[src/rtl/core/rbm_pkg.sv]
// Shared types and constants for the modular exponentiation engine.
`default_nettype none

package rbm_pkg;

   localparam int BYTE_WIDTH      = 8;
   localparam int WORD_WIDTH      = 32;
   localparam int EXP_WIDTH       = 32;
   localparam int CSR_INDEX_WIDTH = 2;

   localparam logic [BYTE_WIDTH-1:0] BYTE_MASK = 8'hFF;

   localparam logic [CSR_INDEX_WIDTH-1:0] CSR_ENC_EXP = 2'd0;
   localparam logic [CSR_INDEX_WIDTH-1:0] CSR_DEC_EXP = 2'd1;
   localparam logic [CSR_INDEX_WIDTH-1:0] CSR_MODULUS = 2'd2;

   localparam logic [EXP_WIDTH-1:0]  ENC_EXP_RESET = 32'd1;
   localparam logic [EXP_WIDTH-1:0]  DEC_EXP_RESET = 32'd1;
   localparam logic [WORD_WIDTH-1:0] MODULUS_RESET = 32'hFFFF_FFFF;

   localparam logic FUNC_ENCRYPT = 1'b0;
   localparam logic FUNC_DECRYPT = 1'b1;

   typedef struct packed {
      logic [EXP_WIDTH-1:0]  enc_exp;
      logic [EXP_WIDTH-1:0]  dec_exp;
      logic [WORD_WIDTH-1:0] modulus;
   } cfg_type;

   typedef struct packed {
      logic busy;
      logic done;
   } mm_stat_type;

endpackage

`default_nettype wire

[src/rtl/core/rbm_channels.sv]
// Valid/ready channel interfaces: request, response and register write.
`default_nettype none

interface rbm_req_if;
   import rbm_pkg::*;
   logic                  valid;
   logic                  ready;
   logic                  func;
   logic [BYTE_WIDTH-1:0] byte_hi;
   logic [BYTE_WIDTH-1:0] byte_mid;
   logic [BYTE_WIDTH-1:0] byte_lo;
   logic [1:0]            byte_count;
   logic [WORD_WIDTH-1:0] cipher_in;
   logic                  last_in;

   modport source (output valid, func, byte_hi, byte_mid, byte_lo, byte_count, cipher_in,
                   last_in, input ready);
   modport sink (input valid, func, byte_hi, byte_mid, byte_lo, byte_count, cipher_in,
                 last_in, output ready);
endinterface

interface rbm_rsp_if;
   import rbm_pkg::*;
   logic                  valid;
   logic                  ready;
   logic [WORD_WIDTH-1:0] cipher_out;
   logic [BYTE_WIDTH-1:0] plain_hi;
   logic [BYTE_WIDTH-1:0] plain_mid;
   logic [BYTE_WIDTH-1:0] plain_lo;
   logic                  last_out;

   modport source (output valid, cipher_out, plain_hi, plain_mid, plain_lo, last_out,
                   input ready);
   modport sink (input valid, cipher_out, plain_hi, plain_mid, plain_lo, last_out,
                 output ready);
endinterface

interface rbm_csr_if;
   import rbm_pkg::*;
   logic                       valid;
   logic                       ready;
   logic [CSR_INDEX_WIDTH-1:0] index;
   logic [WORD_WIDTH-1:0]      data;

   modport source (output valid, index, data, input ready);
   modport sink (input valid, index, data, output ready);
endinterface

`default_nettype wire

[src/rtl/core/rbm_csr.sv]
// Configuration registers: exponents and modulus.
`default_nettype none

module rbm_csr (
   input  wire logic      clock,
   input  wire logic      reset,
   rbm_csr_if.sink        csr_ch,
   output rbm_pkg::cfg_type cfg
);
   import rbm_pkg::*;

   cfg_type cfg_ff;

   assign csr_ch.ready = 1'b1;
   assign cfg          = cfg_ff;

   always_ff @(posedge clock) begin
      if (reset) begin
         cfg_ff.enc_exp <= ENC_EXP_RESET;
         cfg_ff.dec_exp <= DEC_EXP_RESET;
         cfg_ff.modulus <= MODULUS_RESET;
      end else if (csr_ch.valid) begin
         case (csr_ch.index)
            CSR_ENC_EXP: cfg_ff.enc_exp <= csr_ch.data;
            CSR_DEC_EXP: cfg_ff.dec_exp <= csr_ch.data;
            CSR_MODULUS: cfg_ff.modulus <= csr_ch.data;
            default: ;
         endcase
      end
   end

endmodule

`default_nettype wire

[src/rtl/core/rbm_modmul.sv]
// Bit-serial interleaved modular multiplier, one operand bit per cycle.
`default_nettype none

module rbm_modmul #(
   parameter int W = 32
) (
   input  wire logic                      clock,
   input  wire logic                      reset,
   input  wire logic                      start,
   input  wire logic [rbm_pkg::WORD_WIDTH-1:0] a,
   input  wire logic [W-1:0]              b,
   input  wire logic [W-1:0]              m,
   output rbm_pkg::mm_stat_type           stat,
   output logic [W-1:0]                   result
);
   import rbm_pkg::*;

   localparam int CW = $clog2(WORD_WIDTH);
   localparam logic [CW-1:0] LAST_BIT = CW'(WORD_WIDTH - 1);

   logic [WORD_WIDTH-1:0] a_ff;
   logic [W-1:0]          b_ff;
   logic [W-1:0]          r_ff;
   logic [W-1:0]          r_in;
   logic [CW-1:0]         cnt_ff;
   logic                  busy_ff;
   logic                  done_ff;

   logic [W:0] m_ext;
   logic [W:0] dbl;
   logic [W:0] dbl_red;
   logic [W:0] addend;
   logic [W:0] sum;
   logic [W:0] sum_red;

   // r = 2r + a_bit*b, reduced twice; r stays below m
   always_comb begin
      m_ext   = {1'b0, m};
      dbl     = {r_ff, 1'b0};
      dbl_red = (dbl >= m_ext) ? dbl - m_ext : dbl;
      addend  = a_ff[WORD_WIDTH-1] ? {1'b0, b_ff} : '0;
      sum     = {1'b0, dbl_red[W-1:0]} + addend;
      sum_red = (sum >= m_ext) ? sum - m_ext : sum;
      r_in    = sum_red[W-1:0];
   end

   assign stat.busy = busy_ff;
   assign stat.done = done_ff;
   assign result    = r_ff;

   always_ff @(posedge clock) begin
      if (reset) begin
         busy_ff <= 1'b0;
         done_ff <= 1'b0;
         cnt_ff  <= '0;
      end else begin
         done_ff <= !start && busy_ff && (cnt_ff == LAST_BIT);
         if (start) begin
            busy_ff <= 1'b1;
            cnt_ff  <= '0;
         end else if (busy_ff) begin
            cnt_ff <= cnt_ff + 1'b1;
            if (cnt_ff == LAST_BIT) begin
               busy_ff <= 1'b0;
            end
         end
      end
   end

   always_ff @(posedge clock) begin
      if (start) begin
         a_ff <= a;
         b_ff <= b;
         r_ff <= '0;
      end else if (busy_ff) begin
         a_ff <= {a_ff[WORD_WIDTH-2:0], 1'b0};
         r_ff <= r_in;
      end
   end

endmodule

`default_nettype wire

[src/rtl/core/rsa_block_modexp.sv]
// Top level: toy RSA modular exponentiation engine with serial multiplier.
// Channels: req_ch takes one item per beat (func, plaintext bytes with
// byte_count, cipher_in, last_in); rsp_ch returns one beat per item with
// cipher_out (encrypt) or plain_hi/mid/lo (decrypt) and last_out.
// csr_ch writes encrypt_exponent (0), decrypt_exponent (1), modulus (2);
// csr_ch.ready is always high, other indexes are dropped.
// One item at a time. The input is first reduced modulo the modulus, then
// right-to-left square-and-multiply runs on one bit-serial multiplier; the
// steps are the reduction, then a multiply for each set exponent bit and a
// square for each bit below the top set bit. A zero exponent goes straight
// from the reduction to the result. A modulus of zero (in its low MOD_WIDTH
// bits) skips the multiplier, and the result is zero.
// The result waits in an output register; a new request is taken while it
// waits, and a finished product waits for the register if rsp_ch stalls.
// Reset (synchronous) idles the engine, drops a pending result and restores
// exponents to 1 and the modulus to all ones.
`default_nettype none

module rsa_block_modexp #(
   parameter int MOD_WIDTH = 32
) (
   input  wire logic clock,
   input  wire logic reset,
   rbm_req_if.sink   req_ch,
   rbm_rsp_if.source rsp_ch,
   rbm_csr_if.sink   csr_ch
);
   import rbm_pkg::*;

   localparam int W = MOD_WIDTH;

   typedef enum logic [2:0] {
      S_IDLE,
      S_RED,
      S_MUL,
      S_SQR,
      S_OUT
   } state_type;

   typedef enum logic [1:0] {
      OP_RED,
      OP_MUL,
      OP_SQR
   } op_type;

   cfg_type     cfg;
   mm_stat_type mm_stat;
   logic [W-1:0] mm_result;

   state_type             state_ff;
   op_type                op_ff;
   logic                  start_ff;
   logic                  start_in;
   logic [WORD_WIDTH-1:0] src_ff;
   logic [W-1:0]          acc_ff;
   logic [W-1:0]          base_ff;
   logic [EXP_WIDTH-1:0]  exp_ff;
   logic [W-1:0]          m_ff;
   logic                  func_ff;
   logic                  last_ff;

   logic                  rsp_valid_ff;
   logic [WORD_WIDTH-1:0] cipher_out_ff;
   logic [BYTE_WIDTH-1:0] plain_hi_ff;
   logic [BYTE_WIDTH-1:0] plain_mid_ff;
   logic [BYTE_WIDTH-1:0] plain_lo_ff;
   logic                  last_out_ff;

   logic [WORD_WIDTH-1:0] mm_a;
   logic [W-1:0]          mm_b;
   logic [W-1:0]          m_in;
   logic [WORD_WIDTH-1:0] pt_in;
   logic [WORD_WIDTH-1:0] acc_word;
   logic [EXP_WIDTH-1:0]  exp_shift;
   logic                  accept;
   logic                  out_load;

   rbm_csr u_csr (
      .clock  (clock),
      .reset  (reset),
      .csr_ch (csr_ch),
      .cfg    (cfg)
   );

   rbm_modmul #(.W(W)) u_modmul (
      .clock  (clock),
      .reset  (reset),
      .start  (start_ff),
      .a      (mm_a),
      .b      (mm_b),
      .m      (m_ff),
      .stat   (mm_stat),
      .result (mm_result)
   );

   always_comb begin
      case (op_ff)
         OP_RED: begin
            mm_a = src_ff;
            mm_b = W'(1);
         end
         OP_MUL: begin
            mm_a = WORD_WIDTH'(acc_ff);
            mm_b = base_ff;
         end
         OP_SQR: begin
            mm_a = WORD_WIDTH'(base_ff);
            mm_b = base_ff;
         end
         default: begin
            mm_a = '0;
            mm_b = '0;
         end
      endcase
   end

   always_comb begin
      m_in = cfg.modulus[W-1:0];
      case (req_ch.byte_count)
         2'd1:    pt_in = {8'd0, req_ch.byte_hi, 16'd0};
         2'd2:    pt_in = {8'd0, req_ch.byte_hi, req_ch.byte_mid, 8'd0};
         default: pt_in = {8'd0, req_ch.byte_hi, req_ch.byte_mid, req_ch.byte_lo};
      endcase
      acc_word  = WORD_WIDTH'(acc_ff);
      exp_shift = exp_ff >> 1;
      case (state_ff)
         S_IDLE:  start_in = accept && (m_in != '0);
         S_RED:   start_in = mm_stat.done && (exp_ff != '0);
         S_MUL:   start_in = mm_stat.done && (exp_shift != '0);
         S_SQR:   start_in = mm_stat.done;
         default: start_in = 1'b0;
      endcase
   end

   assign req_ch.ready = (state_ff == S_IDLE);
   assign accept       = req_ch.valid && req_ch.ready;
   assign out_load     = (state_ff == S_OUT) && (!rsp_valid_ff || rsp_ch.ready);

   assign rsp_ch.valid      = rsp_valid_ff;
   assign rsp_ch.cipher_out = cipher_out_ff;
   assign rsp_ch.plain_hi   = plain_hi_ff;
   assign rsp_ch.plain_mid  = plain_mid_ff;
   assign rsp_ch.plain_lo   = plain_lo_ff;
   assign rsp_ch.last_out   = last_out_ff;

   always_ff @(posedge clock) begin
      if (reset) begin
         state_ff     <= S_IDLE;
         op_ff        <= OP_RED;
         start_ff     <= 1'b0;
         rsp_valid_ff <= 1'b0;
      end else begin
         start_ff <= start_in;
         if (out_load) begin
            rsp_valid_ff <= 1'b1;
         end else if (rsp_ch.ready) begin
            rsp_valid_ff <= 1'b0;
         end
         case (state_ff)
            S_IDLE: begin
               if (accept) begin
                  m_ff    <= m_in;
                  func_ff <= req_ch.func;
                  last_ff <= req_ch.last_in;
                  src_ff  <= (req_ch.func == FUNC_DECRYPT) ? req_ch.cipher_in : pt_in;
                  exp_ff  <= (req_ch.func == FUNC_DECRYPT) ? cfg.dec_exp : cfg.enc_exp;
                  acc_ff  <= (m_in <= W'(1)) ? '0 : W'(1);
                  if (m_in == '0) begin
                     state_ff <= S_OUT;
                  end else begin
                     op_ff    <= OP_RED;
                     state_ff <= S_RED;
                  end
               end
            end
            S_RED: begin
               if (mm_stat.done) begin
                  base_ff <= mm_result;
                  if (exp_ff == '0) begin
                     state_ff <= S_OUT;
                  end else if (exp_ff[0]) begin
                     op_ff    <= OP_MUL;
                     state_ff <= S_MUL;
                  end else begin
                     op_ff    <= OP_SQR;
                     state_ff <= S_SQR;
                  end
               end
            end
            S_MUL: begin
               if (mm_stat.done) begin
                  acc_ff <= mm_result;
                  if (exp_shift == '0) begin
                     state_ff <= S_OUT;
                  end else begin
                     op_ff    <= OP_SQR;
                     state_ff <= S_SQR;
                  end
               end
            end
            S_SQR: begin
               if (mm_stat.done) begin
                  base_ff <= mm_result;
                  exp_ff  <= exp_shift;
                  if (exp_shift[0]) begin
                     op_ff    <= OP_MUL;
                     state_ff <= S_MUL;
                  end else begin
                     op_ff    <= OP_SQR;
                     state_ff <= S_SQR;
                  end
               end
            end
            S_OUT: begin
               if (out_load) begin
                  last_out_ff <= last_ff;
                  if (func_ff == FUNC_DECRYPT) begin
                     cipher_out_ff <= '0;
                     plain_hi_ff   <= acc_word[23:16] & BYTE_MASK;
                     plain_mid_ff  <= acc_word[15:8] & BYTE_MASK;
                     plain_lo_ff   <= acc_word[7:0] & BYTE_MASK;
                  end else begin
                     cipher_out_ff <= acc_word;
                     plain_hi_ff   <= '0;
                     plain_mid_ff  <= '0;
                     plain_lo_ff   <= '0;
                  end
                  state_ff <= S_IDLE;
               end
            end
            default: state_ff <= S_IDLE;
         endcase
      end
   end

   a_start_idle_mm: assert property (@(posedge clock) disable iff (reset)
      start_ff |-> !mm_stat.busy)
      else $error("multiplier started while busy");

   a_acc_reduced: assert property (@(posedge clock) disable iff (reset)
      (state_ff != S_IDLE && m_ff != '0) |-> (acc_ff < m_ff))
      else $error("accumulator not reduced");

   a_sqr_needed: assert property (@(posedge clock) disable iff (reset)
      (state_ff == S_SQR) |-> (exp_shift != '0))
      else $error("squaring with no exponent bits left");

   a_rsp_from_out: assert property (@(posedge clock) disable iff (reset)
      $rose(rsp_valid_ff) |-> $past(state_ff == S_OUT))
      else $error("response raised outside output state");

endmodule

`default_nettype wire

[src/flat_wrapper.sv]
// flat-port wrapper written by rule: the top's interface ports become plain ports
module rsa_block_modexp_flat import rbm_pkg::*;
#(
   parameter int MOD_WIDTH = 32
)
  (clock, reset, req_ch_valid, req_ch_func, req_ch_byte_hi, req_ch_byte_mid, req_ch_byte_lo, req_ch_byte_count, req_ch_cipher_in, req_ch_last_in, req_ch_ready, rsp_ch_valid, rsp_ch_cipher_out, rsp_ch_plain_hi, rsp_ch_plain_mid, rsp_ch_plain_lo, rsp_ch_last_out, rsp_ch_ready, csr_ch_valid, csr_ch_index, csr_ch_data, csr_ch_ready);
  rbm_req_if req_ch_i ();
  rbm_rsp_if rsp_ch_i ();
  rbm_csr_if csr_ch_i ();
  input  wire logic clock;
  input  wire logic reset;
  input wire logic [$bits(req_ch_i.valid)-1:0] req_ch_valid;
  input wire logic [$bits(req_ch_i.func)-1:0] req_ch_func;
  input wire logic [$bits(req_ch_i.byte_hi)-1:0] req_ch_byte_hi;
  input wire logic [$bits(req_ch_i.byte_mid)-1:0] req_ch_byte_mid;
  input wire logic [$bits(req_ch_i.byte_lo)-1:0] req_ch_byte_lo;
  input wire logic [$bits(req_ch_i.byte_count)-1:0] req_ch_byte_count;
  input wire logic [$bits(req_ch_i.cipher_in)-1:0] req_ch_cipher_in;
  input wire logic [$bits(req_ch_i.last_in)-1:0] req_ch_last_in;
  output wire logic [$bits(req_ch_i.ready)-1:0] req_ch_ready;
  output wire logic [$bits(rsp_ch_i.valid)-1:0] rsp_ch_valid;
  output wire logic [$bits(rsp_ch_i.cipher_out)-1:0] rsp_ch_cipher_out;
  output wire logic [$bits(rsp_ch_i.plain_hi)-1:0] rsp_ch_plain_hi;
  output wire logic [$bits(rsp_ch_i.plain_mid)-1:0] rsp_ch_plain_mid;
  output wire logic [$bits(rsp_ch_i.plain_lo)-1:0] rsp_ch_plain_lo;
  output wire logic [$bits(rsp_ch_i.last_out)-1:0] rsp_ch_last_out;
  input wire logic [$bits(rsp_ch_i.ready)-1:0] rsp_ch_ready;
  input wire logic [$bits(csr_ch_i.valid)-1:0] csr_ch_valid;
  input wire logic [$bits(csr_ch_i.index)-1:0] csr_ch_index;
  input wire logic [$bits(csr_ch_i.data)-1:0] csr_ch_data;
  output wire logic [$bits(csr_ch_i.ready)-1:0] csr_ch_ready;
  assign req_ch_i.valid = req_ch_valid;
  assign req_ch_i.func = req_ch_func;
  assign req_ch_i.byte_hi = req_ch_byte_hi;
  assign req_ch_i.byte_mid = req_ch_byte_mid;
  assign req_ch_i.byte_lo = req_ch_byte_lo;
  assign req_ch_i.byte_count = req_ch_byte_count;
  assign req_ch_i.cipher_in = req_ch_cipher_in;
  assign req_ch_i.last_in = req_ch_last_in;
  assign req_ch_ready = req_ch_i.ready;
  assign rsp_ch_valid = rsp_ch_i.valid;
  assign rsp_ch_cipher_out = rsp_ch_i.cipher_out;
  assign rsp_ch_plain_hi = rsp_ch_i.plain_hi;
  assign rsp_ch_plain_mid = rsp_ch_i.plain_mid;
  assign rsp_ch_plain_lo = rsp_ch_i.plain_lo;
  assign rsp_ch_last_out = rsp_ch_i.last_out;
  assign rsp_ch_i.ready = rsp_ch_ready;
  assign csr_ch_i.valid = csr_ch_valid;
  assign csr_ch_i.index = csr_ch_index;
  assign csr_ch_i.data = csr_ch_data;
  assign csr_ch_ready = csr_ch_i.ready;
  rsa_block_modexp #(.MOD_WIDTH(MOD_WIDTH)) u_core (.clock(clock), .reset(reset), .req_ch(req_ch_i), .rsp_ch(rsp_ch_i), .csr_ch(csr_ch_i));
endmodule
[config.mk]
export PLATFORM = sky130hd
export DESIGN_NAME = rsa_block_modexp_flat
export DESIGN_NICKNAME = d
export VERILOG_FILES = /design/src/rtl/core/rbm_pkg.sv /design/src/rtl/core/rbm_channels.sv /design/src/rtl/core/rbm_csr.sv /design/src/rtl/core/rbm_modmul.sv /design/src/rtl/core/rsa_block_modexp.sv /design/src/flat_wrapper.sv
export SDC_FILE = /design/constraint.sdc
export NUM_CORES = 1
export LEC_CHECK = 0
export CAP_MARGIN = 25
export CORE_AREA = 2 2 234 328
export CTS_CLUSTER_SIZE = 24
export DETAILED_ROUTE_END_ITERATION = 7
export DIE_AREA = 0 0 236 330
export DONT_BUFFER_PORTS = 1
export PLACE_DENSITY = 0.45
export SLEW_MARGIN = 20
export SYNTH_ARGS = -nofsm -noshare
export SYNTH_HDL_FRONTEND = slang
export SYNTH_SLANG_ARGS = --single-unit
[constraint.sdc]
create_clock -name clock -period 6.7 [get_ports clock]
set_input_delay 1.34 -clock clock [delete_from_list [all_inputs] [get_ports clock]]
set_output_delay 1.34 -clock clock [all_outputs]
set_load 0.005 [all_outputs]
# Word-level counts from Yosys, hierarchy flattened
# Index checks and enable logic that the tools add are counted.
dict set report totals {
  reg_bits 425
  input_bits 99
  output_inout_bits 60
}
dict set report op_classes {
  addsub 4
  magnitude_cmp 3
  n_eq_ne 19
  mux 44
  bitwise_logic 1
  reduce_logical 37
}
# op count
set op_table {}
lappend op_table {{32-bit two-way mux} 11}
lappend op_table {{32-bit case mux with 2 select lines} 3}
lappend op_table {{32-bit zero test} 3}
lappend op_table {{32-bit case mux with 3 select lines} 1}
lappend op_table {{32-bit nonzero test} 3}
lappend op_table {{33-bit by 32-bit >= comparator with 1-bit output} 2}
lappend op_table {{32-bit subtractor} 2}
lappend op_table {{32-bit by 32-bit adder with 33-bit output} 1}
lappend op_table {{32-bit by 1-bit less-or-equal comparator with 1-bit output, second input constant} 1}
lappend op_table {{16-bit case mux with 2 select lines} 1}
lappend op_table {{3-bit two-way mux} 8}
lappend op_table {{2-bit two-way mux} 9}
lappend op_table {{3-bit case mux with 5 select lines} 1}
lappend op_table {{2-bit inequality test, second input constant} 7}
lappend op_table {{3-bit AND reduction} 3}
lappend op_table {{1-bit two-way mux} 8}
lappend op_table {{2-bit case mux with 4 select lines} 1}
lappend op_table {{4-bit AND reduction} 2}
lappend op_table {{8-bit AND reduction} 1}
lappend op_table {{2-bit nonzero test} 4}
lappend op_table {{1-bit logical AND} 7}
lappend op_table {{2-bit by 1-bit == test with 1-bit output, second input constant} 3}
lappend op_table {{2-bit == test, second input constant} 3}
lappend op_table {{3-bit by 2-bit == test with 1-bit output, second input constant} 2}
lappend op_table {{15 further kinds} 21}

# Logic depth before layout (Yosys ltp)
dict set report logic_depth {
  word_depth 5
  mapped_depth 35
  depth_no_buf 31
}

# By module
# From an unflattened synthesis, not the netlist that was laid out.
dict set report hier_totals {
  hier_cells 2144
  area_unflattened_um2 23083.4
}
# mod instances cells_per_inst area_per_inst_um2
set modules_own_cells {}
lappend modules_own_cells {rbm_modmul 1 1078 9546.7}
lappend modules_own_cells {rsa_block_modexp 1 679 9542.9}
lappend modules_own_cells {rbm_csr 1 387 3993.8}

# Least setup slack after synthesis
# OpenSTA, ideal clock, no wires.
dict set report synth_path {
  kind {register to register}
  start {register u_core.m_ff[7]}
  end {register u_core.u_modmul.r_ff[9] (netlist: u_core.u_modmul.result[9])}
  setup_ns 0.088
  arrival_ns 6.736
  required_time_ns 6.612
  setup_slack_ns -0.124
  path_stages_with_launch 34
  synth_period_minus_slack_ns 6.824
  cell_sequence {edfxtp_1 -> inv_1 -> ha_1 -> nand2_1 -> nand2_1 -> a221o_1 -> o2111ai_1 -> a21oi_1 -> o21ai_0 -> nand3_1 -> clkbuf_1 -> clkbuf_1 -> nand2_1 -> o21ai_0 -> fa_1 -> a211oi_1 -> o21a_1 -> a211oi_2 -> o41ai_2 -> o21ai_1 -> a311oi_1 -> o21ai_0 -> xnor2_1 -> ha_1 -> nand2_1 -> o21ai_0 -> nor2_1 -> nand4_1 -> a21oi_1 -> o31a_1 -> and2_4 -> buf_6 -> or3_1 -> a311oi_2}
}
dict set report synth_via {
  elab_chain_cells 5
  elab_cells_between_ends 7
}
# element line_no
set synth_lines {}
lappend synth_lines {{start, declared} rsa_block_modexp.sv:58} ;# logic [W-1:0] m_ff;
lappend synth_lines {{start signal, assigned} rsa_block_modexp.sv:162} ;# m_ff <= m_in;
lappend synth_lines {{32-bit subtractor or 33-bit by 32-bit >= comparator with 1-bit output (tied branches)} rbm_modmul.sv:40} ;# dbl_red = (dbl >= m_ext) ? dbl - m_ext : dbl;
lappend synth_lines {{32-bit two-way mux} rbm_modmul.sv:40}
lappend synth_lines {{32-bit by 32-bit adder with 33-bit output} rbm_modmul.sv:42} ;# sum = {1'b0, dbl_red[W-1:0]} + addend;
lappend synth_lines {{32-bit subtractor or 33-bit by 32-bit >= comparator with 1-bit output (tied branches)} rbm_modmul.sv:43} ;# sum_red = (sum >= m_ext) ? sum - m_ext : sum;
lappend synth_lines {{32-bit two-way mux *} rbm_modmul.sv:43}
lappend synth_lines {{end signal, assigned} rbm_modmul.sv:77} ;# r_ff <= r_in;
lappend synth_lines {{end, declared} rbm_modmul.sv:23} ;# logic [W-1:0] r_ff;
# Mark *: on every way between the ends. The rest lies on a longest branch, timed or not.
# A chain may end at the register's enable or synchronous reset.

# Final worst setup path
dict set report layout_path {
  start {register u_core.m_ff[18]}
  end {register u_core.u_modmul.r_ff[20] (netlist: u_core.u_modmul.result[20])}
}
# The elaborated chain is that of the path after synthesis.

==> results.cfg <==
[run_status]
outcome = complete, no violations

[sta]
worstMarginPinSlew_ns = 0.899
finalSetupViolations = 0
hold_viol_final = 0
finalCritPeriodShare_pct = 99.9
fin_crit_ns = 6.69
rsz0062_at_grt = true
finalClockSkew_ns = 0.0219
max_slew_margin_pct = 40.0
slew_viol_final = 0
hold_ws_ns = 0.443
fmax_ghz = 0.149

[critical_path]
critPathMaxStageDelay_ns = 0.39
reg2regPathDepth = 37
crit_required_ns = 7.20
crit_path_frequent_cell = buf_6
path_max_fanout = 6
crit_slowest_cell = edfxtp_1
crit_type = flop to flop
cp-end-kind = flop
crit_path_start = u_core.m_ff[18]$_DFFE_PP_
r2r-start = u_core.m_ff[18]$_DFFE_PP_
start_kind = flop
endpoint = u_core.u_modmul.result[20]$_SDFFE_PP0P_
worstPathArrival_ns = 7.19
r2r_slack_ns = 0.006
r2r-end = u_core.u_modmul.result[20]$_SDFFE_PP0P_

[logic_synthesis]
yosys_most_used_dff = edfxtp_1
ys_seq_area_share_pct = 50.8
synth_seq_cells = 425
synthArstFlopShare_pct = 0
syn-num-nets = 2396
synth.area.top_cells = edfxtp_1, dfxtp_1, ha_1, nand2_1, a21oi_1
ys.warnings.count = 0
synth_cell_types = 83
syn_area_per_cell_sq_um = 10.2
synth-edff-count = 283
syn_inst = 2191
synth.cell_area_sq_um = 22300
synth_top_area_share_pct = 38.1
synth_top_area_cell = edfxtp_1

[floorplan]
ios = 159
dieArea_sq_um = 77900
fp.coreArea_sq_um = 74900
start_util_pct = 29.8
die_width_um = 236
rows = 119
fp.dieH_um = 330

[layout]
area_growth_pct = 28.6
fin_area_sq_um = 28700
fillers = 7360
fin_nets = 2709
instances_no_fill = 3510
drive_gt1_share_pct = 25.6

[clock_tree]
clock_path_buffers = 3
path_clk_slew_ns = 0.06
clock_sinks = 425
insertion_delay_ns = 0.59
cts_made_buffers = 47
cts_tree = done
cts_hold_buf = 0
cts.htree.levels = 2
cts_root_buffer = clkbuf_16

[grt]
track_usage_pct = 17.9
grt_pass1_wl_um = 108000
antenna_found_initial = 0
grt_max_degree = 110
grt_pass1_vias = 18200
grt_overflow_total = 0

[pwr]
switching_power_uw = 5790
combPwrFrac_pct = 60.7
seqPwrFrac_pct = 21.4
vdd_drop_max_mv = 0.256
intPower_uw = 8910
leakage_uw = 0.0114
switching_share_pct = 39.4
power_uw = 14700
powerDensity_nw_per_um2 = 512
p_clk_share_pct = 17.9

[placement]
dpl-instance-area_sq_um = 25800
gp_congestion = 0.897
dp_hpwl_um = 53400
dp_cells = 3389
portBuffers = 0

[routing]
met3_length_um = 2730
top_layer_used = met4
drc = 0
viasPerCell = 5.04
drt-total-wl_um = 71800
wl_met2_um = 37500
wl_met1_um = 29400
avgRoutedWirePerCell_um = 20.5
ant_nets = 0
num_vias = 17700
drt_iter0_drc = 1062
drtPass1Iterations = 8

[flow_run]
cap_violations = 0

[worst_hold_path]
hold_path_class = flop to flop
placed cells by master (no fill, tap or decap), types with 18 or more instances in the layout:
| cell | n |
|---|---|
| o21ai_0 | 43 |
| buf_4 | 371 |
| a21oi_1 | 183 |
| nor3_1 | 18 |
| a21o_1 | 37 |
| nor4_1 | 18 |
| edfxtp_1 | 283 |
| inv_1 | 56 |
| nor2b_1 | 42 |
| ha_4 | 21 |
| nand3b_1 | 38 |
| and2_1 | 130 |
| xnor2_1 | 37 |
| o21a_1 | 20 |
| a211oi_1 | 23 |
| nand3_1 | 21 |
| ha_1 | 79 |
| mux2_2 | 18 |
| nand4_1 | 21 |
| mux2i_1 | 51 |
| o2bb2ai_1 | 31 |
| a222oi_1 | 32 |
| nor2_1 | 130 |
| a21oi_2 | 21 |
| xor2_1 | 30 |
| nand2_1 | 298 |
| dfxtp_1 | 140 |
| clkbuf_16 | 51 |
worst min path at each step:
stage,startpoint,endpoint,slack [ns],cells after the start
after floorplan,u_core.last_ff$_DFFE_PP_,u_core.rsp_ch.last_out$_DFFE_PP_,0.40,0
after global placement,u_core.last_ff$_DFFE_PP_,u_core.rsp_ch.last_out$_DFFE_PP_,0.40,0
after detailed placement,u_core.last_ff$_DFFE_PP_,u_core.rsp_ch.last_out$_DFFE_PP_,0.42,0
after CTS,u_core.last_ff$_DFFE_PP_,u_core.rsp_ch.last_out$_DFFE_PP_,0.44,0
after global routing,u_core.last_ff$_DFFE_PP_,u_core.rsp_ch.last_out$_DFFE_PP_,0.47,0
final,u_core.last_ff$_DFFE_PP_,u_core.rsp_ch.last_out$_DFFE_PP_,0.44,0
synth_stat cells (9+ instances only):
cell type,count
dfxtp_1,142
a21oi_1,207
nand3b_1,38
nor2b_1,43
nand2_1,305
a22o_1,9
nor4_1,20
inv_1,63
a211oi_1,29
a222oi_1,32
xor2_1,36
o21ai_0,58
o21bai_1,10
o2bb2ai_1,31
ha_1,103
mux2i_1,56
and2_1,131
nand4_1,21
a21o_1,37
nand3_1,24
clkbuf_1,107
mux2_2,20
a311oi_1,10
nor2_1,134
xnor2_1,47
a31oi_1,16
edfxtp_1,283
nor3_1,22
o21a_1,20
and3_1,9
area by class of cell:
| type | instances | area, sq um | area share [%] |
|---|---|---|---|
| Sequential cell | 425 | 11300 | 39.5 |
| Tap cell | 968 | 1210 | 4.22 |
| Clock buffer | 58 | 1260 | 4.38 |
| Antenna cell | 2 | 5.00 | 0.0174 |
| Multi-Input combinational cell | 1577 | 11300 | 39.3 |
| Clock inverter | 27 | 297 | 1.03 |
| Inverter | 64 | 240 | 0.836 |
| Timing Repair Buffer | 389 | 3070 | 10.7 |
registers in the layout, indices dropped and copies added (netlist names), 2 cells and up:
| register | count |
|---|---|
| u_core.src_ff | 32 |
| u_core.acc_ff | 32 |
| u_core.u_modmul.cnt_ff | 5 |
| u_core.rsp_ch.plain_lo | 8 |
| u_core.u_csr.cfg | 96 |
| u_core.rsp_ch.plain_mid | 8 |
| u_core.u_modmul.a_ff | 32 |
| u_core.m_ff | 32 |
| u_core.rsp_ch.cipher_out | 32 |
| u_core.exp_ff | 32 |
| u_core.base_ff | 32 |
| u_core.u_modmul.result | 32 |
| u_core.state_ff | 3 |
| u_core.rsp_ch.plain_hi | 8 |
| u_core.op_ff | 2 |
| u_core.u_modmul.b_ff | 32 |
worst max-delay path: cells and delay by family, from the launching register on:
kind	cells	cell delay (ns)
compound gates	16	2.85
xor+xnor	1	0.14
fa+ha+maj	3	0.73
buf+inv	11	1.61
flops	1	0.39
mux	1	0.18
simple gates	5	0.68
routing by layer:
layer	global-route usage, %	vias to the layer above
met4	5.80	0
li1	-	8617
met5	0	-
met3	2.60	107
met2	33.6	381
met1	20.8	8578
timing repair:
action	in CTS	in global routing
pin swaps	40	80
resized for setup	74	123
endpoints found under the setup margin	32	32
setup buffers	20	12
gates cloned	1	3
kinds of logic (layout without fill, tap and decap cells):
family | Yosys count | count (layout) | share of synthesized area, %
AND/OR/NAND/NOR | 787 | 788 | 17.3
AO/OA/AOI/OAI | 523 | 523 | 15.7
flip-flops | 425 | 425 | 50.8
buffers and inverters | 190 | 538 | 3.39
adder cells (fa/ha/maj) | 106 | 106 | 6.04
XOR/XNOR | 83 | 83 | 3.25
multiplexers | 76 | 76 | 3.52
other | 1 | 3 | 0.0168
power by group through the flow:
stage                     logic (uW)  clock network [uW]  registers, uW
after global routing            9650                2830           3160
after floorplan                 4080                   0           3190
after detailed placement        7380                   0           3190
after CTS                       7880                2720           3130
after global placement          7350                   0           3180
final                           8920                2640           3140
through the flow:
| step | util [%] | setup WS, ns | setup TNS (ns) |
|---|---|---|---|
| after floorplan | - | 0.0375 | 0 |
| after global routing | 38.3 | -0.240 | -4.44 |
| after CTS | 37.2 | -0.00629 | -0.0222 |
| after global placement | 34.5 | -0.638 | -12.60 |
| final | 38.3 | 0.00619 | 0 |
| after detailed placement | 34.5 | -0.593 | -13.35 |
(Power assumes the default switching activity.)
